**src/design/vna_pkg.sv**
```systemverilog
`timescale 1ns / 1ps
package vna_pkg;

	typedef enum logic [1:0] {
		OP_LOAD = 2'd0,
		OP_TRI  = 2'd1,
		OP_READ = 2'd2,
		OP_NONE = 2'd3
	} op_t;

	// index source for store access
	typedef enum logic [1:0] {
		SEL_A  = 2'd0,
		SEL_B  = 2'd1,
		SEL_C  = 2'd2,
		SEL_VI = 2'd3
	} sel_t;

	typedef enum logic [4:0] {
		ST_IDLE, ST_DISP, ST_LOAD, ST_RD_ISS, ST_RD_TAKE,
		ST_RA, ST_RB, ST_RC, ST_TC, ST_EDGE, ST_HALVE, ST_MUL, ST_MAG,
		ST_NORM, ST_SQ, ST_SQI, ST_SQRT, ST_DIVI, ST_DIV, ST_DIVW,
		ST_UPD_RD, ST_UPD_WR, ST_DONE
	} state_t;

	localparam int CNT_W = 6;

	typedef struct packed {
		logic             cap;
		logic             load_wr;
		logic             rd;
		sel_t             rd_sel;
		logic             take;
		sel_t             take_sel;
		logic             res_take;
		logic             edge_calc;
		logic             halve;
		logic             mul;
		logic             mag;
		logic             shr;
		logic             shl;
		logic             sq;
		logic             sq_init;
		logic             sqrt;
		logic             div_init;
		logic             div_step;
		logic             div_wr;
		logic [1:0]       comp;
		logic             upd_wr;
		logic             out_ld;
		logic [CNT_W-1:0] cnt;
	} cmd_t;

	typedef struct packed {
		op_t  op;
		logic oor;
		logic cr_zero;
		logic norm_hi;
		logic norm_lo;
		logic out_free;
	} sts_t;

endpackage

```
**src/design/vna_ctrl.sv**
```systemverilog
`timescale 1ns / 1ps
module vna_ctrl import vna_pkg::*; (
	input  logic clk,
	input  logic arst_n,
	input  logic in_valid,
	output logic in_ready,
	input  sts_t sts,
	output cmd_t cmd
);
	state_t           state_q, state_d;
	logic [CNT_W-1:0] cnt_q;
	logic [1:0]       comp_q;
	logic [1:0]       corner_q;

	always_comb begin
		state_d = state_q;
		unique case (state_q)
			ST_IDLE:    if (in_valid) state_d = ST_DISP;
			ST_DISP: begin
				if (sts.oor) begin
					state_d = ST_DONE;
				end else begin
					unique case (sts.op)
						OP_LOAD: state_d = ST_LOAD;
						OP_READ: state_d = ST_RD_ISS;
						OP_TRI:  state_d = ST_RA;
						default: state_d = ST_DONE;
					endcase
				end
			end
			ST_LOAD:    state_d = ST_DONE;
			ST_RD_ISS:  state_d = ST_RD_TAKE;
			ST_RD_TAKE: state_d = ST_DONE;
			ST_RA:      state_d = ST_RB;
			ST_RB:      state_d = ST_RC;
			ST_RC:      state_d = ST_TC;
			ST_TC:      state_d = ST_EDGE;
			ST_EDGE:    state_d = ST_HALVE;
			ST_HALVE:   state_d = ST_MUL;
			ST_MUL:     if (cnt_q == 6'd6) state_d = ST_MAG;
			ST_MAG:     state_d = ST_NORM;
			ST_NORM: begin
				if (sts.cr_zero) begin
					state_d = ST_UPD_RD;
				end else if (!sts.norm_hi && !sts.norm_lo) begin
					state_d = ST_SQ;
				end
			end
			ST_SQ:      if (cnt_q == 6'd3) state_d = ST_SQI;
			ST_SQI:     state_d = ST_SQRT;
			ST_SQRT:    if (cnt_q == 6'd31) state_d = ST_DIVI;
			ST_DIVI:    state_d = ST_DIV;
			ST_DIV:     if (cnt_q == 6'd16) state_d = ST_DIVW;
			ST_DIVW:    state_d = (comp_q == 2'd2) ? ST_UPD_RD : ST_DIVI;
			ST_UPD_RD:  state_d = ST_UPD_WR;
			ST_UPD_WR:  state_d = (corner_q == 2'd2) ? ST_DONE : ST_UPD_RD;
			ST_DONE:    if (sts.out_free) state_d = ST_IDLE;
			default:    state_d = ST_IDLE;
		endcase
	end

	always_comb begin
		cmd     = '0;
		cmd.cnt = cnt_q;
		cmd.comp = comp_q;
		in_ready = 1'b0;
		unique case (state_q)
			ST_IDLE: begin
				in_ready = 1'b1;
				cmd.cap  = in_valid;
			end
			ST_LOAD:    cmd.load_wr = 1'b1;
			ST_RD_ISS: begin
				cmd.rd     = 1'b1;
				cmd.rd_sel = SEL_VI;
			end
			ST_RD_TAKE: cmd.res_take = 1'b1;
			ST_RA: begin
				cmd.rd     = 1'b1;
				cmd.rd_sel = SEL_A;
			end
			ST_RB: begin
				cmd.rd       = 1'b1;
				cmd.rd_sel   = SEL_B;
				cmd.take     = 1'b1;
				cmd.take_sel = SEL_A;
			end
			ST_RC: begin
				cmd.rd       = 1'b1;
				cmd.rd_sel   = SEL_C;
				cmd.take     = 1'b1;
				cmd.take_sel = SEL_B;
			end
			ST_TC: begin
				cmd.take     = 1'b1;
				cmd.take_sel = SEL_C;
			end
			ST_EDGE:    cmd.edge_calc = 1'b1;
			ST_HALVE:   cmd.halve = 1'b1;
			ST_MUL:     cmd.mul = 1'b1;
			ST_MAG:     cmd.mag = 1'b1;
			ST_NORM: begin
				cmd.shr = !sts.cr_zero && sts.norm_hi;
				cmd.shl = !sts.cr_zero && !sts.norm_hi && sts.norm_lo;
			end
			ST_SQ:      cmd.sq = 1'b1;
			ST_SQI:     cmd.sq_init = 1'b1;
			ST_SQRT:    cmd.sqrt = 1'b1;
			ST_DIVI:    cmd.div_init = 1'b1;
			ST_DIV:     cmd.div_step = 1'b1;
			ST_DIVW:    cmd.div_wr = 1'b1;
			ST_UPD_RD: begin
				cmd.rd     = 1'b1;
				cmd.rd_sel = sel_t'(corner_q);
			end
			ST_UPD_WR: begin
				cmd.upd_wr   = 1'b1;
				cmd.take_sel = sel_t'(corner_q);
			end
			ST_DONE:    cmd.out_ld = sts.out_free;
			default:    cmd = '0;
		endcase
	end

	always_ff @(posedge clk or negedge arst_n) begin
		if (!arst_n) begin
			state_q  <= ST_IDLE;
			cnt_q    <= '0;
			comp_q   <= '0;
			corner_q <= '0;
		end else begin
			state_q <= state_d;
			cnt_q   <= (state_d != state_q) ? '0 : cnt_q + 6'd1;
			if (state_q == ST_MAG) begin
				comp_q <= '0;
			end else if (state_q == ST_DIVW) begin
				comp_q <= comp_q + 2'd1;
			end
			if (state_q == ST_EDGE) begin
				corner_q <= '0;
			end else if (state_q == ST_UPD_WR) begin
				corner_q <= corner_q + 2'd1;
			end
		end
	end

	a_sqrt_len: assert property (@(posedge clk) disable iff (!arst_n)
		(state_q == ST_SQRT) |-> (cnt_q <= 6'd31))
		else $error("square root ran past its step count");
	a_done_exit: assert property (@(posedge clk) disable iff (!arst_n)
		(state_q == ST_DONE && sts.out_free) |=> (state_q == ST_IDLE))
		else $error("finished word not released");
	a_div_comp: assert property (@(posedge clk) disable iff (!arst_n)
		(state_q == ST_DIVI) |-> (comp_q <= 2'd2))
		else $error("division component out of range");
endmodule

```
**config.mk**
```make
export PLATFORM = sky130hd
export DESIGN_NAME = vna_ctrl
export DESIGN_NICKNAME = d
export VERILOG_FILES = /design/src/design/vna_pkg.sv /design/src/design/vna_ctrl.sv
export SDC_FILE = /design/constraint.sdc
export NUM_CORES = 1
export LEC_CHECK = 0
export ABC_AREA = 1
export BUFFER_PORTS_ARGS = -buffer_cell sky130_fd_sc_hd__buf_2
export CAP_MARGIN = 20
export CORE_ASPECT_RATIO = 2
export CORE_MARGIN = 2
export CORE_UTILIZATION = 40
export CTS_BUF_LIST = sky130_fd_sc_hd__clkbuf_4
export DETAILED_ROUTE_END_ITERATION = 16
export PLACE_DENSITY = 0.67
export SLEW_MARGIN = 20
export SYNTH_ARGS = -nofsm -noshare
export SYNTH_HDL_FRONTEND = slang
export SYNTH_SLANG_ARGS = --single-unit
```
**constraint.sdc**
```tcl
create_clock -name clk -period 4 [get_ports clk]
set_clock_uncertainty 0.2 [all_clocks]
set_input_delay 0.8 -clock clk [delete_from_list [all_inputs] [get_ports clk]]
set_output_delay 0.8 -clock clk [all_outputs]
set_load 0.1 [all_outputs]
```
==> results of run 1 <==
## synth_stat cells
master,number
nor3_1,3
a31oi_1,1
o21ai_1,4
o21ai_2,1
ha_1,7
nor4_1,1
nor3_2,4
inv_1,33
a21oi_2,2
nor2_4,4
dfrtp_1,15
a22oi_1,1
nor2_2,6
buf_4,3
o22ai_1,3
inv_2,7
nand4_1,9
o211ai_1,1
a21oi_1,4
nand2_2,8
o21ai_0,5
o2111ai_1,1
xor2_1,3
nand3_2,7
nor2_1,53
nand3_1,20
nand2_1,46
xnor2_1,1
nand2_4,2
## power by group through the flow
stage | combinational [W] | sequential (W) | clock [W]
2_1_floorplan | 0.00120 | 0.000242 | 0
3_3_place_gp | 0.00140 | 0.000283 | 0
3_5_place_dp | 0.00140 | 0.000283 | 0
4_1_cts | 0.00141 | 0.000279 | 0.0000992
5_1_grt | 0.00152 | 0.000289 | 0.000103
6_report | 0.00142 | 0.000282 | 0.0000927
## per-stage QoR
step           hold WS [ps]  utilization (%)  instance area [um2]
2_1_floorplan           252                -                 1650
3_3_place_gp            282             48.9                 1900
3_5_place_dp            286             48.9                 1900
4_1_cts                 208             49.7                 1930
5_1_grt                 217             49.9                 1940
6_report                213             49.9                 1940
## path summary, 6_finish.rpt
kind / start / end / slack (ps) / depth (start not counted)
worst max-delay path: state_q[4] / cmd[0] / 340 / 8
worst min-delay path: arst_n / cnt_q[0] / 210 / 1
worst max register to register: state_q[4] / cnt_q[5] / 1570 / 12
worst min register to register: cnt_q[0] / cnt_q[0] / 300 / 1
max in group asynchronous: arst_n / cnt_q[1] / 3130 / 1
min in group clk: cnt_q[0] / cnt_q[0] / 300 / 1
## critical path, delay by kind of cell (launching register included)
family	cells	cell delay (ps)
and+or+nand+nor	6	1230
buffers and inverters	2	550
DFF	1	590
## logic make-up (layout without fill, tap and decap cells)
logic type / count (synthesis) / after routing / synth area share (%)
adder cells (fa/ha/maj): 7 / 7 / 5.39
AO/OA/AOI/OAI: 23 / 23 / 8.62
XOR/XNOR: 4 / 4 / 2.16
AND/OR/NAND/NOR: 163 / 163 / 50.1
buffers and inverters: 43 / 85 / 10.6
flip-flops: 15 / 15 / 23.1
## metal layers
metal	global-route usage, %	vias up
met5	0	-
met4	18.8	0
met3	2.55	23
met2	43.7	76
met1	21.9	805
li1	-	909
## layout by cell type, fill, tap and decap left out, types with 4 or more instances in the layout
cell type	count
o21ai_1	5
inv_2	7
dfrtp_1	15
nor2_4	4
nand4_1	9
inv_1	33
nand3_2	7
a21oi_1	4
nand3_1	20
nand2_2	8
ha_1	7
buf_2	41
o21ai_0	4
clkbuf_4	4
nand2_1	46
nor2_2	15
nor2_1	44
## flip-flops by register name, summed over array words and instances, names as in the netlist
name      flops
state_q       5
corner_q      2
comp_q        2
cnt_q         6
## repair_timing
| item | CTS | global route |
|---|---|---|
| gates resized for setup | 0 | 1 |
| setup buffers | 0 | 0 |
| hold buffers | 0 | 0 |
| setup endpoints to repair | 0 | 8 |
## layout make-up
cell class                 instances  area [um2]  area share [%]
multi-input combinational        197        1110            57.4
sequential                        15         375            19.4
timing repair buffer              41         205            10.6
inverter                          40         150            7.75
tap                               51        63.8            3.29
clock buffer                       4        30.0            1.55
==> reports/metrics.yaml, run 1 <==
run_status:
  status: "complete, no violations"
route:
  top_layer_used: "met4"
  routed-wl-met2_mm: 2.73
  remaining_drc_errors: 0
  wire_per_inst_um: 14.5
  antenna_left: 0
  route.vias.total: 1813
  initialDrtViolationCount: 51
  drt_wl_total_mm: 5.05
  wl_met1_mm: 1.73
  wl_met3_um: 276
  drt-vias-per-instance: 5.21
  drtPass1Iterations: 4
power_and_ir_drop:
  power_density_mw_per_mm2: 929
  clkPwrFrac_pct: 5.2
  internal_power_w: 0.000539
  power.total_w: 0.00180
  max-vdd-ir-drop_mv: 0.820
  combinationalPowerShare_pct: 79.2
  p_leak_nw: 1.11
  power_switching_w: 0.00126
  pwr-share-seq_pct: 15.7
  swShare_pct: 70.1
die:
  initial_core_util_pct: 41.8
  die_width_um: 49.1
  coreArea_mm2: 0.00388
  row_count: 32
  dieArea_mm2: 0.00462
  io_pins: 42
  die_h_um: 94.1
sta:
  period_minus_slack_ps: 3660
  slew_headroom_pct: 65.0
  max_freq_mhz: 273
  rsz0062_at_grt: "false"
  worstMarginPinSlew_ps: 523
  min_period_over_period_pct: 91.4
  hold_violations: 0
  finalMaxSlewViolations: 0
  setup_tns_ps: 0
  fin_ws_ps: 343
  setup_viol: 0
cells_and_area:
  n_antenna_cell: 0
  nets: 315
  syn_to_final_growth_pct: 19.2
  fillers: 435
  finalNonFillerCells: 348
  drive_above_1_share_pct: 32.0
synth:
  synth-seq-cells: 15
  avgSynthCellArea_um2: 6.37
  yosysSeqAreaShare_pct: 23.1
  synth_cell_types: 29
  syn-num-nets: 272
  syn-instance-count: 255
  synth.area.top_cells: "dfrtp_1 23%, nor2_1 12%, nand2_1 11%"
  synth_top_area_share_pct: 23.1
  yosys.area.top_type: "dfrtp_1"
  syn_area_mm2: 0.00163
  ys_warn_count: 0
place:
  routabilityCongestion: 1.01
  port_buffers: 41
  dp_worst_setup_slack_ps: 497
  dp_hpwl_mm: 4.28
  dp.cells: 344
setup_path:
  cp.arrival_ps: 2660
  endpoint_kind: "output port"
  critical_path.max_stage_delay_ps: 590
  cp_cell_sequence: "inv_2 -> nand3_2 -> nor2_4 -> nor4_1 -> nand4_1 -> nor3_4 -> nor2_2 -> buf_2"
  crit_required_ps: 3000
  cp_slowest_cell: "dfrtp_1"
  crit_type: "reg2out"
  cp-start-kind: "flip-flop"
  cp_max_fo: 14
flow_run:
  max-cap-violations: 0
global_route:
  grt_pass1_wl_mm: 8.15
  grt_antenna_before_repair: 0
  grt_pass1_vias: 1761
  grt_max_degree: 16
  grtUsageTotal_pct: 23.3
  grt_overflow: 0
clock_tree:
  insertion_delay_ps: 280
  ctsRootBufferMaster: "clkbuf_4"
  cts_sinks: 15
  clk_path_buf_depth: 2
  h-tree-depth: 1
  cts_tree: "done"
  cts_buffers: 3
  clk_pin_slew_ps: 90
hold_path:
  hp-class: "in2async"
Note: power is estimated with default switching activity, not from simulation.
==> run 2: changes to the inputs <==
--- a/constraint.sdc
+++ b/constraint.sdc
@@ -4,2 +4,2 @@
 set_output_delay 0.8 -clock clk [all_outputs]
-set_load 0.1 [all_outputs]
+set_load 0.05 [all_outputs]
==> run 2 against run 1 <==
Net effect:
- count of clock-buffer cells in the layout is the same
- critical path depth unchanged
- first-iteration DRC count grew 33%
- combinational power shrank 22%
- routed wire length increased by 3.3%
- core utilization down 0.90 points
- global-route usage rose by 0.67 points
- total power decreased by 17%
- non-clock buffer count stayed put
- register-to-register slack is essentially flat
- worst setup slack improved by 34 ps
- sequential power hardly changed
==> reports/metrics.yaml, run 2 (synthesized netlist as in run 1, its figures left out) <==
run_status:
  status: "complete, no violations"
clock_tree:
  clk_pin_slew_ps: 90  # about the same
  post_cts_resized: 0  # unchanged
  cts_hold_buf: 0  # unchanged
  h-tree-depth: 1  # unchanged
  cts_sinks: 15  # unchanged
  ctsRootBufferMaster: "clkbuf_4"
  clk_path_buf_depth: 2  # unchanged
  insertion_delay_ps: 280  # about the same
  cts_buffers: 3  # unchanged
  cts_tree: "done"
  post_cts_buffers: 0  # unchanged
cells_and_area:
  nets: 315  # unchanged
  n_antenna_cell: 0  # unchanged
  postLayoutCellArea_mm2: 0.00190  # -1.8%
  largestRegisters: "cnt_q x6, state_q x5"
  top_register: "cnt_q"
  layout_commonest_cell: "nor2_1"
  final_cell_mix: "53 x nor2_1, 46 x nand2_1, 41 x buf_2, 33 x inv_1, 20 x nand3_1"
  drive_above_1_share_pct: 29.0  # -3.0 points
  fillers: 451  # +3.7%
  largest_reg_flops: 6  # unchanged
  syn_to_final_growth_pct: 17.0
route:
  drt_wl_total_mm: 5.22  # +3.3%
  remaining_drc_errors: 0  # unchanged
  wire_per_inst_um: 15.0  # +3.3%
  drtPass1Iterations: 4  # unchanged
  antenna_left: 0  # unchanged
  route.vias.total: 1840  # +1.5%
  initialDrtViolationCount: 68  # +33%
  drt-vias-per-instance: 5.29  # +1.5%
place:
  port_buffers: 41  # unchanged
  dp_hpwl_mm: 4.38  # +2.2%
  dpl_cell_area_mm2: 0.00187  # -1.5%
  routabilityCongestion: 1.01  # +0.23%
sta:
  period_minus_slack_ps: 3620  # -33.6 ps
  rsz0062_at_grt: "false"
  min_period_over_period_pct: 90.6  # -0.84 points
  worstMarginPinSlew_ps: 558  # +34.3 ps
  finalMaxSlewViolations: 0  # unchanged
  slew_headroom_pct: 62.6  # -2.4 points
  setup_tns_ps: 0  # unchanged
  max_freq_mhz: 276  # +0.93%
  hold_violations: 0  # unchanged
  setup_viol: 0  # unchanged
global_route:
  grt_max_degree: 16  # unchanged
  grt_overflow: 0  # unchanged
  grt_pass1_vias: 1816  # +3.1%
  grtUsageTotal_pct: 24.0  # +0.67 points
  grt_antenna_before_repair: 0  # unchanged
  grt_pass1_wl_mm: 8.35  # +2.5%
setup_path:
  r2r_slack_ps: 1580  # about the same
  cp.arrival_ps: 2620  # -40 ps
  endpoint_kind: "output port"
  cp_max_fo: 14  # unchanged
  crit_type: "reg2out"
  cp_cell_sequence: "inv_2 -> nand3_2 -> nor2_4 -> nor4_1 -> nand4_1 -> nor3_2 -> nor2_1 -> buf_2"
  crit_required_ps: 3000  # about the same
  cp-start-kind: "flip-flop"
  crit_path_start: "state_q[4]"
  cp_slowest_cell: "dfrtp_1"
  critical_path.max_stage_delay_ps: 620  # +30 ps
  r2r_start: "state_q[4]"
power_and_ir_drop:
  power_density_mw_per_mm2: 784  # -16%
  max-vdd-ir-drop_mv: 0.508  # -38%
  p_leak_nw: 1.11  # -0.33%
die:
  die_h_um: 94.1  # unchanged
  row_count: 32  # unchanged
  coreArea_mm2: 0.00388  # unchanged
  die_width_um: 49.1  # unchanged
  io_pins: 42  # unchanged
  initial_core_util_pct: 41.8  # unchanged
  dieArea_mm2: 0.00462  # unchanged
flow_run:
  max-cap-violations: 0  # unchanged
hold_path:
  hp-class: "in2async"
-- run 2: cell counts in the layout (fill, tap and decap cells not counted) --
No cell type changed its count.
-- run 2: report_power, final --
group / switching, W / leakage (nW) / internal, W
registers: 0.0000869 / 0.195 / 0.000198
logic: 0.000829 / 0.897 / 0.000284
clock network: 0.0000474 / 0.0184 / 0.0000455
-- run 2: path summary, 6_finish.rpt --
| check | to | depth (start not counted) |
|---|---|---|
| min | cnt_q[4] | 1 |
| min reg2reg | cnt_q[0] | 1 |
| max in group asynchronous | state_q[3] | 1 |
| min in group clk | cnt_q[0] | 1 |
| max | cmd[2] | 8 |
| max reg2reg | cnt_q[2] | 12 |
-- run 2: final cells by class --
class	instances	area (um2)	area share (%)
multi-input cells	197	1080	56.6
clock buffers	4	30.0	1.58
inverters	40	150	7.89
well taps	51	63.8	3.36
repair buffers	41	205	10.8
flip-flops and latches	15	375	19.7
-- run 2: critical path, delay by kind of cell (launching register included) --
kind | cells | cell delay, ps
buffers and inverters | 2 | 490
and+or+nand+nor | 6 | 1220
DFF | 1 | 620
-- run 2: metal layers --
metal,GRT usage [%],routed length [um]
met2,45.0,2780
met3,1.75,242
met4,22.1,416
met1,21.9,1770
met5,0,0
-- run 2: metrics by stage --
stage | util (%) | std cells | setup WS (ps) | total power (W) | hold slack (ps)
2_1_floorplan | - | 255 | 565 | 0.00114 | 252
3_3_place_gp | 48.2 | 344 | 755 | 0.00139 | 283
3_5_place_dp | 48.2 | 344 | 728 | 0.00139 | 281
4_1_cts | 49.0 | 348 | 394 | 0.00149 | 211
5_1_grt | 49.0 | 348 | 186 | 0.00160 | 220
6_report | 49.0 | 348 | 376 | 0.00149 | 208
==> run 3: changes to the inputs <==
Settings changed: ABC_AREA 1 to default.
Clock period 4 ns to 4.7 ns, I/O delays scaled along.
==> run 3 against run 2 <==
Net effect:
- via count decreased by 8.9%
- flip-flop and latch count unchanged
- hold slack improved by 130 ps
- count of clock-buffer cells in the layout decreased by 1
- global-route usage decreased by 3.4 points
- routed wire length decreased by 14%
- register-to-register slack improved by 150 ps
- largest cell class unchanged
==> reports/metrics.yaml, run 3 <==
setup_path:
  cp_top_family: "flip-flops"
  r2r_start: "state_q[2]"
  cp.arrival_ps: 2480  # -140 ps
  endpoint_kind: "output port"
  cp-start-kind: "flip-flop"
  cp.depth: 4  # -4
  cp_cell_sequence: "nand3b_1 -> or3_4 -> nor3b_1 -> buf_2"
  r2r_slack_ps: 1730  # +150 ps
  crit_required_ps: 3560  # +560 ps
  r2r-end: "cnt_q[2]"
  cp.buffers_inverters: 1  # -1
  crit_type: "reg2out"
  cp_max_fo: 38  # +24
  critical_path.max_stage_delay_ps: 1040  # +420 ps
  cp_slowest_cell: "dfrtp_1"
  reg2reg_depth: 6  # -6
sta:
  period_minus_slack_ps: 3620
  setup_tns_ps: 0  # unchanged
  hold_violations: 0  # unchanged
  slew_headroom_pct: 30.4  # -32 points
  min_period_over_period_pct: 77.0
  setup_viol: 0  # unchanged
  rsz0062_at_grt: "false"
  max_freq_mhz: 276
  finalMaxSlewViolations: 0  # unchanged
  worstMarginPinSlew_ps: 1040  # +486 ps
power_and_ir_drop:
  p_leak_nw: 0.865  # -22%
  internal_power_w: 0.000397  # -25%
  max-vdd-ir-drop_mv: 0.326  # -36%
  pwr-share-seq_pct: 30.0  # +11 points
  clkPwrFrac_pct: 8.1  # +1.9 points
  power_switching_w: 0.000543  # -44%
  combinationalPowerShare_pct: 61.9  # -13 points
  swShare_pct: 57.7  # -6.8 points
  power_density_mw_per_mm2: 505  # -36%
hold_path:
  hp-class: "reg2reg"
  holdCritStartpoint: "cnt_q[0]"
  hold-path-endpoint: "cnt_q[0]"
  min_path_cells: 1
place:
  dpl_cell_area_mm2: 0.00183  # -2.1%
  port_buffers: 41  # unchanged
  routabilityCongestion: 0.983  # -2.8%
  dp_hpwl_mm: 3.53  # -19%
route:
  drtPass1Iterations: 4  # unchanged
  remaining_drc_errors: 0  # unchanged
  antenna_left: 0  # unchanged
  drt-vias-per-instance: 5.57  # +5.4%
  route.vias.total: 1677  # -8.9%
  initialDrtViolationCount: 67  # -1.5%
  wire_per_inst_um: 15.0  # -0.14%
  drt_wl_total_mm: 4.51  # -14%
global_route:
  grt_pass1_vias: 1515  # -17%
  grtUsageTotal_pct: 20.6  # -3.4 points
  grt_pass1_wl_mm: 7.38  # -12%
  grt_max_degree: 39  # +23
  grt_antenna_before_repair: 0  # unchanged
  grt_overflow: 0  # unchanged
synth:
  synthSimpleGateAreaFrac_pct: 40.3  # -9.9 points
  syn-num-nets: 236  # -13%
  synth_commonest_cells: "37 x nor2_1, 15 x dfrtp_1, 14 x nand2_1"
  synth-seq-cells: 15  # unchanged
  yosysMostFrequentCell: "nor2_1"
  synth_top_family_by_area: "simple AND/OR/NAND/NOR gates"
  synth.area.mux_share_pct: 0.616  # +0.62 points
  synth.area.top_cells: "dfrtp_1 23%, nor2_1 8.5%, ha_1 5.4%"
  avgSynthCellArea_um2: 7.42  # +16%
  synth_xor_area_share_pct: 5.47  # +3.3 points
  ys_warn_count: 0  # unchanged
  synth_compound_area_share_pct: 17.9  # +9.2 points
  yosysSeqAreaShare_pct: 23.1  # unchanged
  synth_top_area_share_pct: 23.1  # unchanged
  syn_area_mm2: 0.00163  # unchanged
  synth_edf_count: 0  # unchanged
  syn-instance-count: 219  # -14%
  synth_cell_types: 53  # +83%
  yosys.area.top_type: "dfrtp_1"
  async_reset_ff_share_pct: 100  # unchanged
  yosys.area_share.adder_pct: 5.39  # unchanged
  ys_dominant_reg_cell: "dfrtp_1"
clock_tree:
  insertion_delay_ps: 290  # about the same
  post_cts_resized: 0  # unchanged
  cts_hold_buf: 0  # unchanged
  clk_pin_slew_ps: 90  # about the same
  h-tree-depth: 1  # unchanged
  post_cts_buffers: 0  # unchanged
  cts_tree: "done"
  ctsRootBufferMaster: "clkbuf_4"
  clk_path_buf_depth: 2  # unchanged
  cts_buffers: 3  # unchanged
  cts_sinks: 15  # unchanged
cells_and_area:
  drive_above_1_share_pct: 24.0  # -5.0 points
  n_antenna_cell: 0  # unchanged
  largestRegisters: "cnt_q x6, state_q x5"
  postLayoutCellArea_mm2: 0.00186  # -2.2%
  largest_reg_flops: 6  # unchanged
  layout_commonest_cell: "buf_2"
  nets: 268  # -15%
  syn_to_final_growth_pct: 14.4
  final_cell_mix: "41 x buf_2, 37 x nor2_1, 15 x dfrtp_1, 14 x nand2_1, 13 x inv_1"
  top_register: "cnt_q"
run_status:
  status: "complete, no violations"
flow_run:
  max-cap-violations: 0  # unchanged
die:
  io_pins: 42  # unchanged
  initial_core_util_pct: 41.8  # unchanged
  die_h_um: 94.1  # unchanged
  row_count: 32  # unchanged
  coreArea_mm2: 0.00388  # unchanged
  dieArea_mm2: 0.00462  # unchanged
  die_width_um: 49.1  # unchanged
==> run 3: metal layers <==
layer / vias up / wire length [um] / share of wire (%) / GRT usage, %
met5: - / 0 / 0 / 0
met2: 59 / 2480 / 55 / 39.3
met3: 12 / 200 / 4.4 / 2.07
met4: 0 / 163 / 3.6 / 11.0
met1: 775 / 1660 / 37 / 21.2
li1: 831 / - / - / -
==> run 3: layout make-up <==
cell class / count / area [um2]
Clock buffer: 3 / 22.5
Clock inverter: 1 / 5.00
Fill cell: 433 / 2020
Inverter: 13 / 48.8
Multi-Input combinational cell: 176 / 1130
Sequential cell: 15 / 375
Tap cell: 51 / 63.8
Timing Repair Buffer: 42 / 213
==> run 3: logic make-up after synthesis <==
kind of cell / count (synthesis)
mux: 1
flops: 15
buf+inv: 28
xor+xnor: 8
compound gates: 40
fa+ha+maj: 7
simple gates: 120
==> run 3: how the worst max path moves through the flow <==
stage	slack, ps	from	endpoint
final	1080	state_q[0]	cmd[16]
after global routing	850	state_q[0]	cmd[16]
after CTS	1090	state_q[2]	cmd[16]
after detailed placement	1430	state_q[0]	cmd[16]
after global placement	1450	state_q[2]	cmd[16]
after floorplan	1060	sts[3]	cmd[16]
==> run 3: power groups by stage <==
stage           clock, W  sequential, W  combinational, W
2_1_floorplan          0       0.000197          0.000540
6_report       0.0000764       0.000281          0.000582
5_1_grt        0.0000841       0.000293          0.000634
3_3_place_gp           0       0.000282          0.000579
3_5_place_dp           0       0.000281          0.000581
4_1_cts        0.0000815       0.000279          0.000584
==> run 3: per-stage QoR <==
| step | hold slack, ps | power, W | instances | setup slack (ps) | utilization, % |
|---|---|---|---|---|---|
| after detailed placement | 336 | 0.000863 | 297 | 1430 | 47.2 |
| after global placement | 336 | 0.000861 | 297 | 1450 | 47.2 |
| final | 340 | 0.000940 | 301 | 1080 | 47.9 |
| after floorplan | 274 | 0.000737 | 219 | 1060 | - |
| after global routing | 357 | 0.00101 | 301 | 855 | 47.9 |
| after CTS | 346 | 0.000945 | 301 | 1090 | 47.9 |
